$ cat src/rtl/pcb_pkg.sv
// package with word types, register indexes and constants of the palette blitter
`timescale 1ns / 1ps

package pcb_pkg;

  localparam int unsigned DimW    = 13;
  localparam int unsigned OriginW = 12;
  localparam int unsigned CfgIdxW = 3;
  localparam int unsigned CfgW    = 13;
  localparam int unsigned ChanW   = 8;
  localparam int unsigned ColorW  = 24;
  localparam int unsigned OutAddrW = 24;

  localparam logic [ChanW-1:0] KEY_CODE = 8'hff;

  localparam logic [DimW-1:0] STRIDE_RESET = 13'd320;
  localparam logic [DimW-1:0] DIM_RESET    = 13'd1;

  typedef enum logic [CfgIdxW-1:0] {
    REG_SURFACE_STRIDE = 3'd0,
    REG_ORIGIN_X       = 3'd1,
    REG_ORIGIN_Y       = 3'd2,
    REG_PIC_WIDTH      = 3'd3,
    REG_PIC_HEIGHT     = 3'd4
  } pcb_reg_e;

  typedef enum logic {
    REQ_LOAD  = 1'b0,
    REQ_PIXEL = 1'b1
  } pcb_req_e;

  typedef struct packed {
    logic             req_type;
    logic [ChanW-1:0] entry_slot;
    logic [ChanW-1:0] entry_red;
    logic [ChanW-1:0] entry_green;
    logic [ChanW-1:0] entry_blue;
    logic [ChanW-1:0] pixel_code;
  } pcb_in_t;

  typedef struct packed {
    logic [OutAddrW-1:0] pixel_address;
    logic [ColorW-1:0]   pixel_color;
    logic                write_enable;
    logic                last_pixel;
  } pcb_out_t;

endpackage

$ cat src/rtl/pcb_walker.sv
// blit registers, row/column counters and the registered address product
`timescale 1ns / 1ps

module pcb_walker
  import pcb_pkg::*;
#(
  parameter int unsigned CoordBits = 12,
  parameter int unsigned SumW      = ((CoordBits > OriginW) ? CoordBits : OriginW) + 1,
  parameter int unsigned ProdW     = SumW + DimW
) (
  input  logic               clk_i,
  input  logic               rst_ni,
  input  logic               cfg_we_i,
  input  logic [CfgIdxW-1:0] cfg_index_i,
  input  logic [CfgW-1:0]    cfg_wdata_i,
  input  logic               step_i,
  output logic [ProdW-1:0]   prod_o,
  output logic [SumW-1:0]    offs_o,
  output logic               last_o
);

  localparam int unsigned CmpW = ((CoordBits > DimW) ? CoordBits : DimW) + 2;
  localparam logic [CmpW-1:0] Span = CmpW'(1) << CoordBits;

  logic [DimW-1:0]      stride_q, pw_q, ph_q;
  logic [OriginW-1:0]   ox_q, oy_q;
  logic [CoordBits-1:0] col_q, col_d, row_q, row_d;
  logic [ProdW-1:0]     prod_q;
  logic [SumW-1:0]      offs_q;
  logic                 last_q;

  logic [CmpW-1:0] w_eff, h_eff, w_ext, h_ext;
  logic            row_end, last;
  logic [SumW-1:0] ysum;
  logic            cfg_hit;

  always_comb begin
    w_ext = CmpW'(pw_q);
    h_ext = CmpW'(ph_q);
    // zero acts as one, oversize as the full coordinate span
    if (pw_q == '0) begin
      w_eff = CmpW'(1);
    end else if (w_ext > Span) begin
      w_eff = Span;
    end else begin
      w_eff = w_ext;
    end
    if (ph_q == '0) begin
      h_eff = CmpW'(1);
    end else if (h_ext > Span) begin
      h_eff = Span;
    end else begin
      h_eff = h_ext;
    end
    row_end = (CmpW'(col_q) + CmpW'(1)) >= w_eff;
    last    = row_end && ((CmpW'(row_q) + CmpW'(1)) >= h_eff);
    ysum    = SumW'(oy_q) + SumW'(row_q);
  end

  always_comb begin
    col_d = col_q;
    row_d = row_q;
    if (last) begin
      col_d = '0;
      row_d = '0;
    end else if (row_end) begin
      col_d = '0;
      row_d = row_q + CoordBits'(1);
    end else begin
      col_d = col_q + CoordBits'(1);
    end
  end

  always_comb begin
    unique case (cfg_index_i)
      REG_SURFACE_STRIDE, REG_ORIGIN_X, REG_ORIGIN_Y,
      REG_PIC_WIDTH, REG_PIC_HEIGHT: cfg_hit = cfg_we_i;
      default:                       cfg_hit = 1'b0;
    endcase
  end

  always_ff @(posedge clk_i or negedge rst_ni) begin
    if (!rst_ni) begin
      stride_q <= STRIDE_RESET;
      ox_q     <= '0;
      oy_q     <= '0;
      pw_q     <= DIM_RESET;
      ph_q     <= DIM_RESET;
      col_q    <= '0;
      row_q    <= '0;
    end else begin
      if (cfg_we_i) begin
        unique case (cfg_index_i)
          REG_SURFACE_STRIDE: stride_q <= cfg_wdata_i;
          REG_ORIGIN_X:       ox_q     <= cfg_wdata_i[OriginW-1:0];
          REG_ORIGIN_Y:       oy_q     <= cfg_wdata_i[OriginW-1:0];
          REG_PIC_WIDTH:      pw_q     <= cfg_wdata_i;
          REG_PIC_HEIGHT:     ph_q     <= cfg_wdata_i;
          default:            ;
        endcase
      end
      // any register write restarts the picture
      if (cfg_hit) begin
        col_q <= '0;
        row_q <= '0;
      end else if (step_i) begin
        col_q <= col_d;
        row_q <= row_d;
      end
    end
  end

  always_ff @(posedge clk_i) begin
    if (step_i) begin
      prod_q <= ProdW'(ysum) * ProdW'(stride_q);
      offs_q <= SumW'(ox_q) + SumW'(col_q);
      last_q <= last;
    end
  end

  assign prod_o = prod_q;
  assign offs_o = offs_q;
  assign last_o = last_q;

endmodule

$ cat config.mk
export PLATFORM = sky130hd
export DESIGN_NAME = pcb_walker
export DESIGN_NICKNAME = d
export VERILOG_FILES = /design/src/rtl/pcb_pkg.sv /design/src/rtl/pcb_walker.sv
export SDC_FILE = /design/constraint.sdc
export NUM_CORES = 1
export LEC_CHECK = 0
export BUFFER_PORTS_ARGS = -buffer_cell sky130_fd_sc_hd__clkbuf_2
export CAP_MARGIN = 40
export CORE_AREA = 2 2 211 130
export CTS_CLUSTER_DIAMETER = 150
export CTS_CLUSTER_SIZE = 25
export DETAILED_ROUTE_END_ITERATION = 7
export DIE_AREA = 0 0 213 132
export PLACE_DENSITY_LB_ADDON = 0.08
export SYNTH_ARGS = -nofsm -noshare
export SYNTH_HDL_FRONTEND = slang
export SYNTH_SLANG_ARGS = --single-unit
$ cat constraint.sdc
create_clock -name clk_i -period 9.1 [get_ports clk_i]
set_input_delay 0.455 -clock clk_i [delete_from_list [all_inputs] [get_ports clk_i]]
set_output_delay 0.455 -clock clk_i [all_outputs]
set_load 0.05 [all_outputs]
======== Word level (Yosys, flattened, before mapping) ========
Cells that the tools add are included.
W data, S select, Z words.
cells by class
  add/sub/neg operators ................... 6
  $mul .................................... 1
  magnitude comparators ................... 4
  equality and inequality tests ........... 4
  muxes and demuxes ....................... 13
  reductions and logical operators ........ 13
operator list
  operator                 count
  $mux W12                 8
  $mux W13                 3
  $ge A13 B15 Y1           2
  $add A12 B1 Y13 const B  2
  $add A12 B12 Y13         2
  $gt A13 B13 Y1 const B   2
  $logic_not A13 Y1        2
  $mul A13 B13 Y26         1
  $add A12 B1 Y12 const B  2
  $mux W15                 1
  $reduce_and A2 Y1        6
  $eq A3 B2 Y1 const B     2
  $reduce_or A5 Y1         1
  $eq A3 B1 Y1 const B     1
  $eq A3 B3 Y1 const B     1
  $logic_not A3 Y1         1
  $reduce_bool A3 Y1       1
  $reduce_bool A2 Y1       1
  $logic_and A1 B1 Y1      1
  $mux W1                  1
storage, ports and cells
  register bits after elaboration ......... 127
  input bits .............................. 20
  output and inout port bits .............. 40
  word-level logic and storage cells ...... 51

======== Depth between registers and ports, before layout ========
  depth after elaboration ................. 8
  mapped depth ............................ 28
  mapped depth without buffers ............ 26

======== Worst setup path after synthesis ========
No wires, ideal clock.
  path type ............................... register to register
  from .................................... register row_q[0]
  to ...................................... register prod_q[18], in the netlist prod_o[18] (data pin)
  library setup time ...................... 0.158 ns
  data arrival time ....................... 6.459 ns
  required time ........................... 8.942 ns
  path slack .............................. 2.483 ns
  stages on the path, launching flop included .. 27
  path buffers ............................ 1
  clock period less this slack ............ 6.617 ns
  path through ............................ dfrtp_1 > ha_1 > inv_1 > fa_1 > nor2b_1 > o21ai_2 > a21boi_1 > o21a_1 > o21ai_0 > buf_2 > and3_1 > fa_1 > inv_1 > fa_1 > inv_1 > fa_1 > inv_1 > fa_1 > fa_1 > inv_1 > ha_1 > a21o_1 > a221oi_2 > o31ai_2 > a21o_1 > a2111o_1 > o211ai_1
on the way
  word-level cells in the longest chain between the ends .. 2
RTL lines
  what                    line               RTL
  from (decl)             pcb_walker.sv:27   logic [CoordBits-1:0] col_q, col_d, row_q, row_d;
  from (signal assigned)  pcb_walker.sv:108  row_q <= row_d;
  $add A12 B12 Y13        pcb_walker.sv:57   ysum = SumW'(oy_q) + SumW'(row_q);
  $mul A13 B13 Y26        pcb_walker.sv:115  prod_q <= ProdW'(ysum) * ProdW'(stride_q);
  to (signal assigned)    pcb_walker.sv:115
  to (decl)               pcb_walker.sv:28   logic [ProdW-1:0] prod_q;
Every way passes these cells.
A chain may end at the register's enable or synchronous reset.

======== Worst setup path after layout ========
  from .................................... register row_q[8]
  to ...................................... register prod_q[25], in the netlist prod_o[25] (data pin)
The elaborated chain is that of the path after synthesis.

==> results.json <==
{
  "die_w_um": 213,
  "rows": 46,
  "antenna_cells": 0,
  "cts_buffers": 17,
  "worst_path_max_delay_cell": "o21ai_1",
  "yosysUniqueCellTypes": 75,
  "htreeDepth": 4,
  "crit_required_ns": 9.29,
  "grt_max_degree": 63,
  "synth_ff_type": "dfrtp_1",
  "root_buffer": "clkbuf_16",
  "finalNetCount": 1618,
  "critPathKind": "flop to flop",
  "startpoint_type": "flop",
  "syn_inst": 1308,
  "worst_slew_pin_slew_ns": 0.892,
  "numClockSinks": 127,
  "synth_seq_cells": 127,
  "fin_crit_sh_pct": 85.2,
  "finalMaxSlewViolations": 0,
  "slew-limit-headroom_pct": 40.1,
  "ys_async_sr_fraction_pct": 68.5,
  "cp.arrival_ns": 7.95,
  "die_area_um2": 28100,
  "gp_congestion": 0.870,
  "globalRoute.totalOverflow": 0,
  "drive_gt1_share_pct": 14.1,
  "hp-start": "cfg_wdata_i[12]",
  "synthAdderAreaFrac_pct": 31.0,
  "via_per_inst": 5.47,
  "synthMuxAreaShare_pct": 6.52,
  "clk_latency_ns": 0.45,
  "r2r_cells": 21,
  "max_stage_delay_ns": 0.73,
  "clock_skew_ns": 0.00989,
  "rsz0062_at_grt": "false",
  "numPortBuffers": 59,
  "core_area_um2": 26100,
  "finalHoldViolations": 0,
  "cts.path.max_buffers": 2,
  "fin_crit_ns": 7.76,
  "synth_area_per_cell_um2": 9.86,
  "initial_core_util_pct": 49.5,
  "antenna_left": 0,
  "max_freq_ghz": 0.129,
  "dr.first_iter.drc_count": 646,
  "cts_tree": "built",
  "grt_pass1_wl_um": 51400,
  "drc": 0,
  "clk_pin_slew_worst_paths_ns": 0.06,
  "synth-xor-area-share_pct": 3.60,
  "cp_common_cell": "fa_1",
  "holdCritPathClass": "input pin to flop",
  "outcome": "finished clean",
  "post_cts_buffers": 0,
  "grt_pass1_vias": 9305,
  "drtPass1Iterations": 6,
  "grt_usage_pct": 23.8,
  "num_vias": 9442,
  "antenna_found_initial": 0,
  "max-cap-violations": 0,
  "die_h_um": 132,
  "whs_path_depth": 3,
  "routed_wirelength_um": 31000,
  "tns_ns": 0,
  "timing.rr.end": "prod_o[25]",
  "syn2layout_area_growth_pct": 9.77,
  "place_hpwl_um": 23900,
  "syn-cell-area_um2": 12900,
  "wl_per_cell_um": 18.0,
  "finalSetupViolCount": 0,
  "synth_compound_area_share_pct": 10.2,
  "timing.reg2reg.setup_slack_ns": 1.34,
  "syn_nets": 1574,
  "worstPathCellList": "ha_1 -> inv_1 -> o21ai_0 -> a21o_1 -> o21ai_1 -> nand3_1 -> fa_1 -> inv_1 -> fa_1 -> fa_1 -> fa_1 -> inv_1 -> fa_1 -> inv_1 -> ha_1 -> a21oi_1 -> a2bb2oi_1 -> a31oi_1 -> a2111oi_0 -> a211oi_1 -> xnor2_1",
  "yosysSeqAreaShare_pct": 26.2,
  "holdPathEnd": "ph_q[12]",
  "cp-end-kind": "flop",
  "synth_enable_flop_cells": 40,
  "ys_warn_count": 0,
  "timing.rr.start": "row_q[8]",
  "crit_path_max_fanout": 16,
  "synth-simple-area-share_pct": 15.5,
  "num_io_pins": 60,
  "synth_top_family_by_area": "adder cells"
}
## final cells by class
cell class / count / area [um^2]
clock buffer: 18 / 429
clock inverter: 14 / 134
fill: 2395 / 11900
inverter: 180 / 676
multi-input combinational: 950 / 8630
sequential: 127 / 3380
tap: 360 / 450
timing repair buffer: 76 / 455
## repair_timing
action | in CTS | in global routing
resized for setup | 0 | 0
hold buffers | 1 | 0
endpoints found under the hold margin | 16 | 0
## kinds of logic after synthesis
family	count (synthesis)
AOI/OAI and AO/OA	181
xor gates and xnor gates	53
adders and majority gates	246
buffers and inverters	231
DFF	127
muxes	76
and+or+nand+nor	394
## through the flow
stage	hold slack (ns)	setup slack [ns]	cells	utilization [%]	instance area, um^2
after floorplan	0.159	2.48	1308	-	12900
after global placement	0.339	1.64	1686	51.8	13500
after detailed placement	0.339	1.45	1692	52.1	13600
after CTS	0.294	1.41	1725	54.3	14200
after global routing	0.320	0.829	1725	54.3	14200
final	0.315	1.34	1725	54.3	14200
## cells in the final DEF (no fill, tap or decap), types with 14 or more instances in the layout
master / count
dfrtp_1: 83
fa_1: 123
nor2_1: 37
clkbuf_2: 58
edfxtp_1: 40
a21oi_1: 34
inv_1: 180
nor3_1: 19
a21o_1: 18
and2_1: 60
o21ai_0: 28
clkbuf_16: 17
ha_1: 123
nand2_1: 144
mux2_2: 64
xnor2_1: 32
nor2b_1: 17
and3_1: 27
xor2_1: 21
buf_4: 14
nand3_1: 35
a31oi_1: 16
## sequential cells by signal, indices dropped and copies added (netlist names)
signal and flops:
ox_q 12, pw_q 13, prod_o 26, offs_o 13, last_o 1, oy_q 12, row_q 12, ph_q 13
stride_q 13, col_q 12
## synth_stat cells, types with 4 or more instances
library cell | n | share of area, %
o22ai_1 | 5 | 0.24
nand2b_1 | 12 | 0.58
nor2_1 | 37 | 1.1
dfstp_2 | 4 | 0.81
ha_1 | 123 | 12
a21boi_0 | 9 | 0.52
nand3b_1 | 8 | 0.47
o2111ai_1 | 6 | 0.41
a211oi_1 | 4 | 0.23
a21oi_1 | 34 | 1.3
a31oi_1 | 16 | 0.78
nor4_1 | 6 | 0.29
dfrtp_1 | 83 | 16
o211ai_1 | 9 | 0.52
fa_1 | 123 | 19
and3_1 | 27 | 1.3
inv_1 | 180 | 5.2
nor3_1 | 20 | 0.78
a2111oi_0 | 4 | 0.27
o21ai_0 | 28 | 1.1
nand4_1 | 12 | 0.58
nand2_1 | 144 | 4.2
nand3_1 | 35 | 1.4
xnor2_1 | 32 | 2.2
nor2b_1 | 17 | 0.82
o21a_1 | 6 | 0.35
buf_2 | 10 | 0.39
a32oi_1 | 4 | 0.27
mux2i_1 | 12 | 0.93
xor2_1 | 21 | 1.4
and2_1 | 60 | 2.9
a21o_1 | 18 | 1.0
mux2_2 | 64 | 5.6
edfxtp_1 | 40 | 9.3
clkbuf_1 | 38 | 1.1
## how the worst max path moves through the flow
stage | start | end
floorplan | row_q[0] | prod_o[18]
global placement | row_q[0] | prod_o[25]
detailed placement | row_q[8] | prod_o[25]
CTS | row_q[8] | prod_o[25]
global route | row_q[8] | prod_o[25]
finish | row_q[8] | prod_o[25]
## routing by layer
| layer | vias to the layer above | wire length [um] | global-route usage (%) |
|---|---|---|---|
| met5 | - | 0 | 0 |
| met4 | 0 | 254 | 4.93 |
| met3 | 16 | 1780 | 4.38 |
| met2 | 254 | 12400 | 32.5 |
| met1 | 4653 | 16600 | 38.5 |
| li1 | 4519 | - | - |
## worst max-delay path, delay by kind of cell, from the launching register on
kind | cells | cell delay [ns]
flops | 1 | 0.49
fa+ha+maj | 7 | 3.51
xor+xnor | 1 | 0.14
buf+inv | 4 | 0.55
compound gates | 8 | 2.54
simple gates | 1 | 0.22
Power is left out: the tool's default activity adds up to more than one toggle a clock period on the data nets, which glitch-free logic cannot reach.
